$ cat config.mk
export PLATFORM = sky130hd
export DESIGN_NAME = infix_to_postfix_converter_top
export DESIGN_NICKNAME = d
export VERILOG_FILES = /design/src/rtl/itp_pkg.sv /design/src/rtl/itp_stack.sv /design/src/rtl/infix_to_postfix_converter_top.sv
export SDC_FILE = /design/constraint.sdc
export NUM_CORES = 1
export LEC_CHECK = 0
export ABC_AREA = 0
export BUFFER_PORTS_ARGS = -buffer_cell sky130_fd_sc_hd__buf_2
export CAP_MARGIN = 20
export CORE_ASPECT_RATIO = 1.25
export CORE_MARGIN = 3
export CORE_UTILIZATION = 25
export DETAILED_ROUTE_END_ITERATION = 16
export GPL_TIMING_DRIVEN = 0
export HOLD_SLACK_MARGIN = 0.06
export MAX_ROUTING_LAYER = met4
export PLACE_DENSITY_LB_ADDON = 0.25
export SLEW_MARGIN = 10
export SYNTH_ARGS = -nofsm -noshare
export SYNTH_HDL_FRONTEND = slang
export SYNTH_SLANG_ARGS = --single-unit
$ cat constraint.sdc
create_clock -name clk -period 13.3 [get_ports clk]
set_input_delay 2.66 -clock clk [delete_from_list [all_inputs] [get_ports clk]]
set_output_delay 2.66 -clock clk [all_outputs]
set_load 0.1 [all_outputs]
$ cat src/rtl/itp_pkg.sv
// Shared types, constants and character helpers of the infix to postfix converter.
package itp_pkg;

    localparam int STACK_DEPTH = 32;
    localparam int CNT_W       = $clog2(STACK_DEPTH + 1);
    localparam int IDX_W       = $clog2(STACK_DEPTH);

    localparam logic [7:0] LPAREN_CHAR = 8'h28;
    localparam logic [7:0] RPAREN_CHAR = 8'h29;
    localparam logic [7:0] PLUS_CHAR   = 8'h2B;
    localparam logic [7:0] MINUS_CHAR  = 8'h2D;
    localparam logic [7:0] MUL_CHAR    = 8'h2A;
    localparam logic [7:0] DIV_CHAR    = 8'h2F;

    typedef enum logic [2:0] {
        CODE_NONE   = 3'd0,
        CODE_LPAREN = 3'd1,
        CODE_PLUS   = 3'd2,
        CODE_MINUS  = 3'd3,
        CODE_MUL    = 3'd4,
        CODE_DIV    = 3'd5
    } op_code_t;

    typedef enum logic [1:0] {
        ST_OK        = 2'd0,
        ST_UNMATCHED = 2'd1,
        ST_OVERFLOW  = 2'd2
    } status_t;

    typedef struct packed {
        logic     push;
        logic     pop;
        op_code_t code;
    } stk_ctrl_t;

    function automatic op_code_t classify(logic [7:0] c);
        op_code_t r;
        case (c)
            LPAREN_CHAR: r = CODE_LPAREN;
            PLUS_CHAR:   r = CODE_PLUS;
            MINUS_CHAR:  r = CODE_MINUS;
            MUL_CHAR:    r = CODE_MUL;
            DIV_CHAR:    r = CODE_DIV;
            default:     r = CODE_NONE;
        endcase
        return r;
    endfunction

    function automatic logic [1:0] priority_of(op_code_t code);
        logic [1:0] r;
        case (code)
            CODE_PLUS, CODE_MINUS: r = 2'd1;
            CODE_MUL, CODE_DIV:    r = 2'd2;
            default:               r = 2'd0;
        endcase
        return r;
    endfunction

    function automatic logic [7:0] code_char(op_code_t code);
        logic [7:0] r;
        case (code)
            CODE_LPAREN: r = LPAREN_CHAR;
            CODE_PLUS:   r = PLUS_CHAR;
            CODE_MINUS:  r = MINUS_CHAR;
            CODE_MUL:    r = MUL_CHAR;
            CODE_DIV:    r = DIV_CHAR;
            default:     r = 8'h00;
        endcase
        return r;
    endfunction

endpackage

$ cat src/rtl/itp_stack.sv
// Operator stack: register array with an occupancy count and a top-of-stack read.
module itp_stack (
    input  logic                      clk,
    input  logic                      rst_n,
    input  itp_pkg::stk_ctrl_t        ctrl,
    output logic [itp_pkg::CNT_W-1:0] count,
    output itp_pkg::op_code_t         top
);

    itp_pkg::op_code_t          entry_mem [itp_pkg::STACK_DEPTH];
    logic [itp_pkg::CNT_W-1:0]  count_reg;
    logic [itp_pkg::CNT_W-1:0]  count_next;
    logic [itp_pkg::CNT_W-1:0]  top_addr;

    // Entries are written only at the free slot; the sequencer never pushes on a full stack.
    always_ff @(posedge clk)
    begin
        if (ctrl.push)
        begin
            entry_mem[count_reg[itp_pkg::IDX_W-1:0]] <= ctrl.code;
        end
    end

    always_comb
    begin
        count_next = count_reg;
        if (ctrl.push)
        begin
            count_next = count_reg + {{(itp_pkg::CNT_W-1){1'b0}}, 1'b1};
        end
        else if (ctrl.pop)
        begin
            count_next = count_reg - {{(itp_pkg::CNT_W-1){1'b0}}, 1'b1};
        end
    end

    always_ff @(posedge clk or negedge rst_n)
    begin
        if (!rst_n)
        begin
            count_reg <= '0;
        end
        else
        begin
            count_reg <= count_next;
        end
    end

    // The top is only meaningful while the count is nonzero.
    assign top_addr = count_reg - {{(itp_pkg::CNT_W-1){1'b0}}, 1'b1};
    assign top      = entry_mem[top_addr[itp_pkg::IDX_W-1:0]];
    assign count    = count_reg;

endmodule

$ cat src/rtl/infix_to_postfix_converter_top.sv
// Top level of the infix to postfix converter: step sequencer, result buffering and ports.
//
// This block turns a stream of infix ASCII characters into the postfix character stream
// with a shunting-yard operator stack of 32 entries. One character is taken per input
// transfer and the block stalls its input until that character is fully handled. An operand
// or a '(' passes through accept, one stack step and close, and every operator popped to
// the output adds a step, because the sequencer performs at most one stack push or pop per
// cycle. On the end-of-expression character the flush pops every entry from the stack and
// then checks that it is empty. Output stall holds back any step that would give a result.
// A character may give no result at all (a pushed '(' or operator), and the final result
// caused by a character carries last_of_run. An unmatched ')' and a push onto a full stack
// each give one result with out_char 0 and a nonzero status, and the offending character is
// dropped. After the end-of-expression character the stack is empty and the next character
// starts a new expression. There is no clearing pass after reset.
module infix_to_postfix_converter_top (
    input  logic       clk,
    input  logic       rst_n,
    input  logic       in_valid,
    output logic       in_stall,
    input  logic [7:0] in_char,
    input  logic       end_of_expr,
    output logic       out_valid,
    input  logic       out_stall,
    output logic [7:0] out_char,
    output logic       last_of_run,
    output logic [1:0] status
);

    typedef enum logic [3:0] {
        S_IDLE  = 4'b0001,
        S_PROC  = 4'b0010,
        S_FLUSH = 4'b0100,
        S_DONE  = 4'b1000
    } state_t;

    state_t                    state_reg;
    state_t                    state_next;
    state_t                    after_item;

    // The character under work.
    logic [7:0]                ch_reg;
    logic                      eoe_reg;
    itp_pkg::op_code_t         code_reg;

    // One result is held back until it is known whether another one follows it.
    logic                      hold_valid_reg;
    logic [7:0]                hold_char_reg;
    itp_pkg::status_t          hold_status_reg;

    // Output register, parting the sequencer from the downstream stall.
    logic                      out_valid_reg;
    logic [7:0]                out_char_reg;
    logic                      out_last_reg;
    itp_pkg::status_t          out_status_reg;

    itp_pkg::stk_ctrl_t        stk_ctrl;
    logic [itp_pkg::CNT_W-1:0] stk_count;
    itp_pkg::op_code_t         stk_top;

    logic                      stack_empty;
    logic                      stack_full;
    logic                      top_is_lparen;
    logic                      top_binds;
    logic                      out_free;
    logic                      slot_ok;
    logic                      emit;
    logic [7:0]                emit_char;
    itp_pkg::status_t          emit_status;
    logic                      finish;
    logic                      load_out;

    itp_stack u_stack (
        .clk   (clk),
        .rst_n (rst_n),
        .ctrl  (stk_ctrl),
        .count (stk_count),
        .top   (stk_top)
    );

    assign stack_empty   = (stk_count == '0);
    assign stack_full    = (stk_count >= itp_pkg::CNT_W'(itp_pkg::STACK_DEPTH));
    assign top_is_lparen = (stk_top == itp_pkg::CODE_LPAREN);

    // The single priority compare, reused on every pop decision of an operator.
    assign top_binds = (itp_pkg::priority_of(stk_top) >= itp_pkg::priority_of(code_reg));

    // A new result may be produced when no result is held or the held one can move on to the output register.
    assign out_free = !out_valid_reg || !out_stall;
    assign slot_ok  = !hold_valid_reg || out_free;

    assign after_item = eoe_reg ? S_FLUSH : S_DONE;

    always_comb
    begin
        state_next    = state_reg;
        stk_ctrl.push = 1'b0;
        stk_ctrl.pop  = 1'b0;
        stk_ctrl.code = code_reg;
        emit          = 1'b0;
        emit_char     = 8'h00;
        emit_status   = itp_pkg::ST_OK;
        finish        = 1'b0;

        case (state_reg)
            S_IDLE:
            begin
                if (in_valid)
                begin
                    state_next = S_PROC;
                end
            end

            S_PROC:
            begin
                if (ch_reg == itp_pkg::RPAREN_CHAR)
                begin
                    if (!stack_empty && !top_is_lparen)
                    begin
                        if (slot_ok)
                        begin
                            stk_ctrl.pop = 1'b1;
                            emit         = 1'b1;
                            emit_char    = itp_pkg::code_char(stk_top);
                        end
                    end
                    else if (stack_empty)
                    begin
                        if (slot_ok)
                        begin
                            emit        = 1'b1;
                            emit_status = itp_pkg::ST_UNMATCHED;
                            state_next  = after_item;
                        end
                    end
                    else
                    begin
                        // The matching '(' is discarded.
                        stk_ctrl.pop = 1'b1;
                        state_next   = after_item;
                    end
                end
                else if (code_reg == itp_pkg::CODE_NONE)
                begin
                    if (slot_ok)
                    begin
                        emit       = 1'b1;
                        emit_char  = ch_reg;
                        state_next = after_item;
                    end
                end
                else if (code_reg != itp_pkg::CODE_LPAREN && !stack_empty &&
                         !top_is_lparen && top_binds)
                begin
                    if (slot_ok)
                    begin
                        stk_ctrl.pop = 1'b1;
                        emit         = 1'b1;
                        emit_char    = itp_pkg::code_char(stk_top);
                    end
                end
                else if (stack_full)
                begin
                    if (slot_ok)
                    begin
                        emit        = 1'b1;
                        emit_status = itp_pkg::ST_OVERFLOW;
                        state_next  = after_item;
                    end
                end
                else
                begin
                    stk_ctrl.push = 1'b1;
                    state_next    = after_item;
                end
            end

            S_FLUSH:
            begin
                if (stack_empty)
                begin
                    state_next = S_DONE;
                end
                else if (top_is_lparen)
                begin
                    stk_ctrl.pop = 1'b1;
                end
                else if (slot_ok)
                begin
                    stk_ctrl.pop = 1'b1;
                    emit         = 1'b1;
                    emit_char    = itp_pkg::code_char(stk_top);
                end
            end

            S_DONE:
            begin
                // The held result, if any, is the last one of this character.
                if (!hold_valid_reg)
                begin
                    state_next = S_IDLE;
                end
                else if (out_free)
                begin
                    finish     = 1'b1;
                    state_next = S_IDLE;
                end
            end

            default:
            begin
                state_next = S_IDLE;
            end
        endcase
    end

    assign load_out = (emit && hold_valid_reg) || finish;

    always_ff @(posedge clk or negedge rst_n)
    begin
        if (!rst_n)
        begin
            state_reg      <= S_IDLE;
            hold_valid_reg <= 1'b0;
            out_valid_reg  <= 1'b0;
        end
        else
        begin
            state_reg <= state_next;

            if (emit)
            begin
                hold_valid_reg <= 1'b1;
            end
            else if (finish)
            begin
                hold_valid_reg <= 1'b0;
            end

            if (load_out)
            begin
                out_valid_reg <= 1'b1;
            end
            else if (!out_stall)
            begin
                out_valid_reg <= 1'b0;
            end
        end
    end

    always_ff @(posedge clk)
    begin
        if (state_reg == S_IDLE && in_valid)
        begin
            ch_reg   <= in_char;
            eoe_reg  <= end_of_expr;
            code_reg <= itp_pkg::classify(in_char);
        end

        if (emit)
        begin
            hold_char_reg   <= emit_char;
            hold_status_reg <= emit_status;
        end

        if (load_out)
        begin
            out_char_reg   <= hold_char_reg;
            out_status_reg <= hold_status_reg;
            out_last_reg   <= finish;
        end
    end

    assign in_stall    = (state_reg != S_IDLE);
    assign out_valid   = out_valid_reg;
    assign out_char    = out_char_reg;
    assign last_of_run = out_last_reg;
    assign status      = out_status_reg;

endmodule

# Yosys cells after proc, flatten, opt, wreduce, memory -nomap -nowiden
# Memory sizes are Yosys's and may differ from the RTL's.
# Index checks and enable logic that the tools add are counted.
# totals
register_bits	45
ramBits	96
elab_cells	136
mem_count	1
# memory_table
memory	depth	word_bits	rd	rd_ports_with_merged_regs	write_ports	line_no	source
u_stack.entry_mem	32	3	1	0	1	itp_stack.sv:10	itp_pkg::op_code_t entry_mem [itp_pkg::STACK_DEPTH];
# op_classes
n_addsub	2
magnitude_cmp	2
n_eq_ne	27
mux	69
reduce_logical	23
# op_table
cell	n
$mux 8	9
$eq 8x6->1 const B	6
$mux 4	12
$mux 1	31
$pmux 6 s5	1
$pmux 6 s4	1
$pmux 4 s4	1
$pmux 8 s2	1
$pmux 3 s5	1
$eq 3x2->1 const B	4
$eq 3x3->1 const B	4
$mux 2	6
$mux 6	2
$pmux 2 s2	2
$reduce_or 2->1	4
$add 6x1->6 const B	1
$ge 6x6->1 const B	1
$logic_and 1x1->1	6
$logic_not 6->1	1
$ne 3x3->1 const B	2
$sub 6x1->6 const B	1
$logic_not 1->1	5
$reduce_and 5->1	1
$eq 4x1->1 const B	1
14 further kinds	19

# Logic depth before layout (Yosys ltp)
# Gate-level depths: netlist of run 1.
# An unclocked memory read counts as a cell.
# depth
word_depth	14
ltp_mapped	19
mapped_depth_nobuf	17

# Cells and area by module
# Synthesis of run 1 repeated with hierarchy kept, for this count alone.
# hier_totals
hier_cells	408
hier_area_um2	6246.0
# modules_own_cells
module	n_inst	cells_each	area_per_inst_um2	seq_area_each_um2
itp_stack	1	252	4391.7	3032.9
infix_to_postfix_converter_top	1	156	1854.3	1142.3

# Worst setup path before layout of run 1
# No wires, ideal clock.
# synth_path
path_kind	input to register
startpoint	in out_stall
endpoint	reg out_last_reg, in the netlist last_of_run (enable)
setup_ps	378
arrival_ps	4702
required_time_ps	12922
setup_slack_ps	8219
stages	9
path_buffers	1
cell_sequence	and3_1 -> clkbuf_1 -> nor2_1 -> nand2_1 -> nor2_1 -> nor2_1 -> o22ai_1 -> nor2_1 -> nor2_1
# synth_via
elab_chain_len	11
# synth_lines
element	line_no	source
start, declared	infix_to_postfix_converter_top.sv:23	input logic out_stall,
$logic_not 1->1 *	n/a	
$logic_or 1x1->1 *	infix_to_postfix_converter_top.sv:88	assign out_free = !out_valid_reg || !out_stall;
$logic_or 1x1->1 *	infix_to_postfix_converter_top.sv:89	assign slot_ok = !hold_valid_reg || out_free;
$mux 1 *	n/a	
$mux 1	infix_to_postfix_converter_top.sv:161	else if (stack_full)
$mux 1	infix_to_postfix_converter_top.sv:151	else if (code_reg != itp_pkg::CODE_LPAREN && !stack_empty &&
$mux 1	infix_to_postfix_converter_top.sv:142	else if (code_reg == itp_pkg::CODE_NONE)
$mux 1	infix_to_postfix_converter_top.sv:115	if (ch_reg == itp_pkg::RPAREN_CHAR)
$pmux 1 s2 *	infix_to_postfix_converter_top.sv:104	case (state_reg)
via emit	infix_to_postfix_converter_top.sv:66	logic emit;
$logic_and 1x1->1 *	infix_to_postfix_converter_top.sv:216	assign load_out = (emit && hold_valid_reg) || finish;
$logic_or 1x1->1 *	infix_to_postfix_converter_top.sv:216	
via load_out	infix_to_postfix_converter_top.sv:70	logic load_out;
end signal, assigned	infix_to_postfix_converter_top.sv:269	out_last_reg <= finish;
end, declared	infix_to_postfix_converter_top.sv:53	logic out_last_reg;
# Mark *: on every way through the listed nets, which the timed path passes. The rest lies on a longest branch.
# A chain may end at the register's enable or synchronous reset.

# Worst setup path in the final report of run 1
# layout_path
startpoint	reg u_stack.count_reg (netlist bit u_stack.count[0])
endpoint	reg out_char_reg[6], in the netlist out_char[6] (enable)
# layout_via
elab_chain_len	13
# layout_lines
element	line_no	source
start, declared	itp_stack.sv:11	logic [itp_pkg::CNT_W-1:0] count_reg;
start signal, assigned	itp_stack.sv:45	count_reg <= count_next;
$sub 6x1->6	n/a	
$mem_v2 32x3	n/a	
$eq 3x3->1 / $eq 3x2->1 (equally long branches)	itp_pkg.sv:51	case (code)
$reduce_or 2->1	itp_pkg.sv:51	
$pmux 2 s2	itp_pkg.sv:51	
$ge 2x2->1	infix_to_postfix_converter_top.sv:85	assign top_binds = (itp_pkg::priority_of(stk_top) >= itp_pkg::priority_of(code_reg));
$logic_and 1x1->1	infix_to_postfix_converter_top.sv:152	!top_is_lparen && top_binds)
$mux 1	infix_to_postfix_converter_top.sv:151	
$mux 1	infix_to_postfix_converter_top.sv:142	
$mux 1	infix_to_postfix_converter_top.sv:115	
$pmux 1 s2 *	infix_to_postfix_converter_top.sv:104	
via emit	infix_to_postfix_converter_top.sv:66	
$logic_and 1x1->1 *	infix_to_postfix_converter_top.sv:216	
$logic_or 1x1->1 *	infix_to_postfix_converter_top.sv:216	
via load_out	infix_to_postfix_converter_top.sv:70	
end signal, assigned	infix_to_postfix_converter_top.sv:267	out_char_reg <= hold_char_reg;
end, declared	infix_to_postfix_converter_top.sv:52	logic [7:0] out_char_reg;
# Marks and branches as above.

==> results.json, run 1 <==
{
  "status": "completed",
  "hold_class": "reg2reg",
  "setup_viol": 0,
  "clk_path_buf_depth": 2,
  "synth-xor-area-share_pct": 1.26,
  "critical_path.slowest_cell": "nor2_1",
  "cts-resized-gates": 0,
  "min_from": "hold_char_reg[3]",
  "nNetsFinal": 468,
  "grt_pass1_vias": 3738,
  "core.rowCount": 63,
  "preCtsSetupSlack_ns": 7.40,
  "hpwl_mm": 9.61,
  "crit_path_end_kind": "flop",
  "antenna_cells": 0,
  "drtAntennaViolNets": 0,
  "syn_area_mm2": 0.00617,
  "grt_setup_unrepaired": "no",
  "post_cts.repair.setup_buffers": 0,
  "maxSlewViolCount": 0,
  "final-hold-violation-count": 0,
  "synth.avg_cell_area_um2": 15.4,
  "synth-main-ff-cell": "edfxtp_1",
  "synth_fa_ha_area_share_pct": 1.42,
  "core_area_mm2": 0.0240,
  "cts_inserted_buffers": 17,
  "largest_reg_flops": 96,
  "r2r_slack_ns": 7.46,
  "cts-hold-fix-buffers": 0,
  "grt_usage_pct": 10.7,
  "ys_types": 52,
  "clock_latency_ns": 0.42,
  "io_buffers": 25,
  "cp.required_ns": 13.34,
  "cts_tree": "built",
  "tightest_slew_ns": 1.04,
  "grt_pass1_wl_mm": 21.0,
  "yosysMostFrequentCell": "edfxtp_1",
  "fill_cells": 2431,
  "ys_seq_elements": 141,
  "initial_core_util_pct": 25.7,
  "path_cells": "inv_2 > ha_1 > buf_2 > buf_2 > mux2i_1 > mux4_2 > mux2i_1 > mux2_2 > nor2b_1 > inv_1 > ha_1 > nand2b_1 > a21oi_1 > a211o_1 > nor2_1 > nor2_1 > o22ai_1 > nor2_1 > nor2_1",
  "clock_skew_ns": 0.00900,
  "fin_ws_ns": 7.46,
  "p_leak_nw": 2.53,
  "cp_top_family": "simple AND/OR/NAND/NOR gates",
  "dieArea_mm2": 0.0266,
  "r2r-start": "u_stack.count[0]",
  "path_max_fanout": 12,
  "synthTopCellsByArea": "edfxtp_1 (63%), mux4_2 (6.6%), mux2i_1 (6.2%)",
  "ir_drop_v": 0.000156,
  "synthSimpleGateAreaFrac_pct": 10.0,
  "cp.arrival_ns": 5.88,
  "syn2layout_area_growth_pct": 18.9,
  "antenna_found_initial": 0,
  "first_pass_iters": 4,
  "drt-initial-drc-count": 228,
  "period_needed_ns": 5.84,
  "yosysSeqAreaShare_pct": 67.7,
  "fmax_ghz": 0.171,
  "clk_pin_slew_ns": 0.06,
  "die_x_um": 147,
  "synthTopCellsByCount": "edfxtp_1 (129), nor2_1 (54), mux2i_1 (38), nand2_1 (21), mux4_2 (18)",
  "grt_overflow": 0,
  "synth_top_family_by_area": "multiplexers",
  "via_count": 3534,
  "yosysWarnings": 0,
  "async_reset_ff_share_pct": 8.51,
  "grt_start_max_net_pins": 37,
  "crit_buf_inv": 4,
  "cap_violations": 0,
  "ios": 26,
  "slew-limit-headroom_pct": 30.7,
  "synth_edf_count": 129,
  "synthCells": 401,
  "critPathMaxStageDelay_ns": 0.78,
  "clkSinkCount": 141,
  "muxShareOfSynthArea_pct": 13.8,
  "wl_mm": 13.4,
  "root_buffer": "clkbuf_16",
  "crit_type": "reg2reg",
  "start_kind": "flop",
  "fin_crit_sh_pct": 43.9,
  "routabilityCongestion": 0.863,
  "synth_compound_area_share_pct": 4.52,
  "via_per_inst": 4.50,
  "drc": 0,
  "powerDensity_mw_per_mm2": 257,
  "h-tree-depth": 4,
  "wire_per_inst_um": 17.0,
  "final_layout_size_suffix_gt1_share_pct": 21.3,
  "syn_nets": 421,
  "cp_common_cell": "nor2_1",
  "yosysTopAreaCell": "edfxtp_1",
  "die_h_um": 182,
  "finish.utilization_pct": 30.6,
  "synth_top_area_share_pct": 62.8,
  "worstSetupStartpoint": "u_stack.count[0]",
  "finalSetupTns_ns": 0
}
## cell usage in the layout, fill, tap and decap left out, drive strengths merged, types with 2 or more instances in the layout
cell type / count
dfrtp: 11
a22oi: 2
nand2: 23
a31oi: 3
mux2i: 39
a21oi: 10
xnor2: 5
nand3: 4
nor3b: 3
nor2: 54
mux4: 18
clkinvlp: 3
nor4b: 3
edfxtp: 129
clkinv: 3
xor2: 3
and3: 8
inv: 15
nor3: 7
mux2: 4
nand2b: 3
o221ai: 2
o31ai: 2
ha: 7
buf: 34
nor2b: 6
o21ai: 9
or3: 5
a21o: 3
clkbuf: 22
nand3b: 4
## cells by family (layout without fill, tap and decap cells)
logic type | Yosys count | count (layout)
buffers and inverters | 18 | 78
DFF | 141 | 141
xor gates and xnor gates | 8 | 8
muxes | 61 | 61
and+or+nand+nor | 125 | 125
adders and majority gates | 7 | 7
AOI/OAI and AO/OA | 41 | 41
## worst register-to-register path, cell delays in order, from the launching register on
cell and delay [ns]:
dfrtp_1 0.47, inv_2 0.24, ha_1 0.36, buf_2 0.20, buf_2 0.39, mux2i_1 0.17
mux4_2 0.54, mux2i_1 0.15, mux2_2 0.27, nor2b_1 0.27, inv_1 0.07, ha_1 0.27
nand2b_1 0.09, a21oi_1 0.10, a211o_1 0.30, nor2_1 0.10, nor2_1 0.06, o22ai_1 0.53
nor2_1 0.11, nor2_1 0.78
## layout make-up
| cell class | count | area [µm²] | share of cell area (%) |
|---|---|---|---|
| timing repair buffer | 28 | 179 | 2.44 |
| sequential | 141 | 4180 | 56.9 |
| inverter | 7 | 26.3 | 0.358 |
| tap | 325 | 407 | 5.54 |
| clock buffer | 17 | 425 | 5.80 |
| buffer | 11 | 53.8 | 0.733 |
| multi-input combinational | 242 | 1910 | 26.1 |
| clock inverter | 15 | 155 | 2.11 |
## power by group
group          leakage (nW)  switching [mW]  internal [mW]
Clock                 0.279           0.193          0.264
Sequential             1.32          0.0394          0.562
Combinational         0.925           0.522          0.302
## metal layers
layer / global-route usage [%] / share of wire [%]
met1: 11.8 / 40
met2: 19.0 / 55
met3: 2.77 / 3.4
met4: 3.54 / 1.5
met5: - / 0
## final timing paths
| kind | end | cells after the start |
|---|---|---|
| setup reg to reg | out_char[6] | 19 |
| hold / removal | out_char[3] | 0 |
| setup / recovery | out_char[6] | 19 |
| max in group asynchronous | state_reg[0] | 1 |
| min in group asynchronous | u_stack.count[3] | 1 |
| hold reg to reg | out_char[3] | 0 |
## per-stage QoR
step	std cells	hold WS (ns)	power, mW	cell area (µm²)
finish	786	0.421	1.88	7340
global route	786	0.429	1.99	7340
CTS	786	0.423	1.91	7340
detailed placement	754	0.407	1.44	6760
global placement	751	0.401	1.43	6700
floorplan	401	0.400	1.22	6170
(Power assumes the default switching activity.)
==> inputs of run 2 (changes only) <==
- clock period: 13.3 -> 5.35 ns (I/O delays scaled with it)
==> run 2 against run 1 <==
Clock-buffer cell count is the same. First-iteration DRC count down 19%. Via count grew 0.76%. Register-to-register slack got worse by 7.1 ns. Sequential share of layout area fell by 0.63 points. Maximum frequency up 18%. Cell area is 1.1% higher.
==> results.json, run 2 (synthesis results as in run 1) <==
{
  "drtAntennaViolNets": 0,
  "ir_drop_v": 0.000388,
  "core.rowCount": 63,
  "via_count": 3561,
  "tightest_slew_ns": 1.06,
  "clk_path_buf_depth": 2,
  "period_needed_ns": 4.96,
  "final_layout_size_suffix_gt1_share_pct": 25.6,
  "finish.utilization_pct": 31.0,
  "final_common_cell": "edfxtp_1",
  "nNetsFinal": 468,
  "path_cells": "inv_4 > ha_1 > buf_2 > buf_4 > mux2i_1 > mux4_2 > mux2i_1 > mux2_2 > nor2b_1 > inv_1 > ha_1 > nand2b_1 > a21oi_1 > a211o_1 > o21a_1 > buf_4 > nand2_2 > nor2_1",
  "clk_pin_slew_ns": 0.06,
  "core_area_mm2": 0.0240,
  "p_sw_mw": 1.90,
  "setup_viol": 0,
  "p_comb_share_pct": 44.3,
  "r2r-start": "u_stack.count[0]",
  "antenna_cells": 0,
  "fmax_ghz": 0.202,
  "min_from": "hold_char_reg[3]",
  "cts-hold-fix-buffers": 0,
  "via_per_inst": 4.53,
  "clock_skew_ns": 0.00715,
  "wl_mm": 13.4,
  "crit_path_end_kind": "flop",
  "finalSetupTns_ns": 0,
  "layout_common_cells": "edfxtp_1 (129), nor2_1 (38), mux2i_1 (38)",
  "wire_per_inst_um": 17.1,
  "start_kind": "flop",
  "routabilityCongestion": 0.863,
  "r2r_slack_ns": 0.39,
  "cp.arrival_ns": 5.05,
  "status": "completed",
  "final-hold-violation-count": 0,
  "internal_power_mw": 2.83,
  "cp.required_ns": 5.44,
  "power_frac_clock_pct": 24.0,
  "fin_crit_sh_pct": 92.7,
  "whs_path_depth": 0,
  "grt_usage_pct": 10.7,
  "whs_endpoint": "out_char[3]",
  "crit_buf_inv": 5,
  "grt_start_max_net_pins": 37,
  "slew-limit-headroom_pct": 29.2,
  "die_h_um": 182,
  "ios": 26,
  "antenna_found_initial": 0,
  "crit_type": "reg2reg",
  "p_leak_nw": 2.53,
  "critical_path.slowest_cell": "mux4_2",
  "r2r_end": "u_stack.entry_mem[15][1]",
  "grt_setup_unrepaired": "no",
  "cts_tree": "built",
  "die_x_um": 147,
  "io_buffers": 25,
  "maxSlewViolCount": 0,
  "dieArea_mm2": 0.0266,
  "root_buffer": "clkbuf_16",
  "hpwl_mm": 9.61,
  "grt_pass1_vias": 3753,
  "largest_reg_flops": 96,
  "syn2layout_area_growth_pct": 20.3,
  "grt_pass1_wl_mm": 21.0,
  "cp_top_family": "multiplexers",
  "drt-initial-drc-count": 184,
  "cts_inserted_buffers": 17,
  "clock_latency_ns": 0.42,
  "path_max_fanout": 12,
  "r2r_cells": 18,
  "initial_core_util_pct": 25.7,
  "powerDensity_mw_per_mm2": 637,
  "critPathMaxStageDelay_ns": 0.53,
  "drc": 0,
  "clkSinkCount": 141,
  "h-tree-depth": 4,
  "cap_violations": 0,
  "hold_class": "reg2reg",
  "first_pass_iters": 4,
  "pwr-share-seq_pct": 31.7,
  "grt_overflow": 0,
  "post_cts.repair.setup_buffers": 0,
  "switching_share_pct": 40.2
}
## run 2: worst max-delay path by stage
stage / start / end / slack (ns) / cells after the start
finish: u_stack.count[0] / u_stack.entry_mem[15][1] / 0.39 / 18
global route: u_stack.count[0] / u_stack.entry_mem[3][2] / 0.004 / 18
CTS: u_stack.count[0] / u_stack.entry_mem[10][1] / -0.05 / 18
detailed placement: u_stack.count[0] / out_char[2] / -0.55 / 19
global placement: u_stack.count[0] / out_char[2] / -1.05 / 19
floorplan: u_stack.count[0] / last_of_run / 0.37 / 19
## run 2: power groups by stage
| stage | registers, mW | logic, mW | clock network, mW |
|---|---|---|---|
| floorplan | 1.70 | 1.33 | 0 |
| global placement | 1.54 | 2.02 | 0 |
| detailed placement | 1.52 | 2.07 | 0 |
| CTS | 1.50 | 2.10 | 1.17 |
| global route | 1.52 | 2.26 | 1.22 |
| finish | 1.50 | 2.09 | 1.14 |
## run 2: final cells by class
class / instances / area [µm²]
flip-flops and latches: 141 / 4180
multi-input cells: 242 / 1990
clock buffers: 17 / 425
fillers: 2419 / 16500
inverters: 7 / 28.8
well taps: 325 / 407
repair buffers: 28 / 179
clock inverters: 15 / 155
plain buffers: 11 / 61.3
## run 2: timing repair
| item | 4_1_cts | 5_1_grt |
|---|---|---|
| endpoints found under the hold margin | 0 | 0 |
| gates cloned | 0 | 0 |
| resized for setup | 7 | 21 |
| setup endpoints to repair | 56 | 108 |
## run 2: worst register-to-register path: cells and delay by family, from the launching register on
family / cells / cell delay, ns
AOI/OAI and AO/OA: 3 / 0.65
adders and majority gates: 2 / 0.56
buffers and inverters: 5 / 0.90
DFF: 1 / 0.46
muxes: 4 / 1.11
and+or+nand+nor: 4 / 0.94
## run 2: per-stage QoR
step / std cells / power [mW] / hold slack [ns] / cell area (µm²) / worst slack [ns]
after global placement: 751 / 3.55 / 0.401 / 6700 / -1.05
final: 786 / 4.73 / 0.421 / 7420 / 0.389
after CTS: 786 / 4.76 / 0.423 / 7360 / -0.0489
after global routing: 786 / 5.00 / 0.429 / 7420 / 0.00405
after detailed placement: 754 / 3.59 / 0.407 / 6760 / -0.547
after floorplan: 401 / 3.03 / 0.400 / 6170 / 0.375
## run 2: per-layer routing
layer  track usage [%]  part of all wire [%]  vias up
li1                  -                     -     1642
met4              3.77                   2.3        0
met2              18.9                    55      110
met3              2.77                   4.4       22
met5                 -                     0        -
met1              11.7                    39     1787
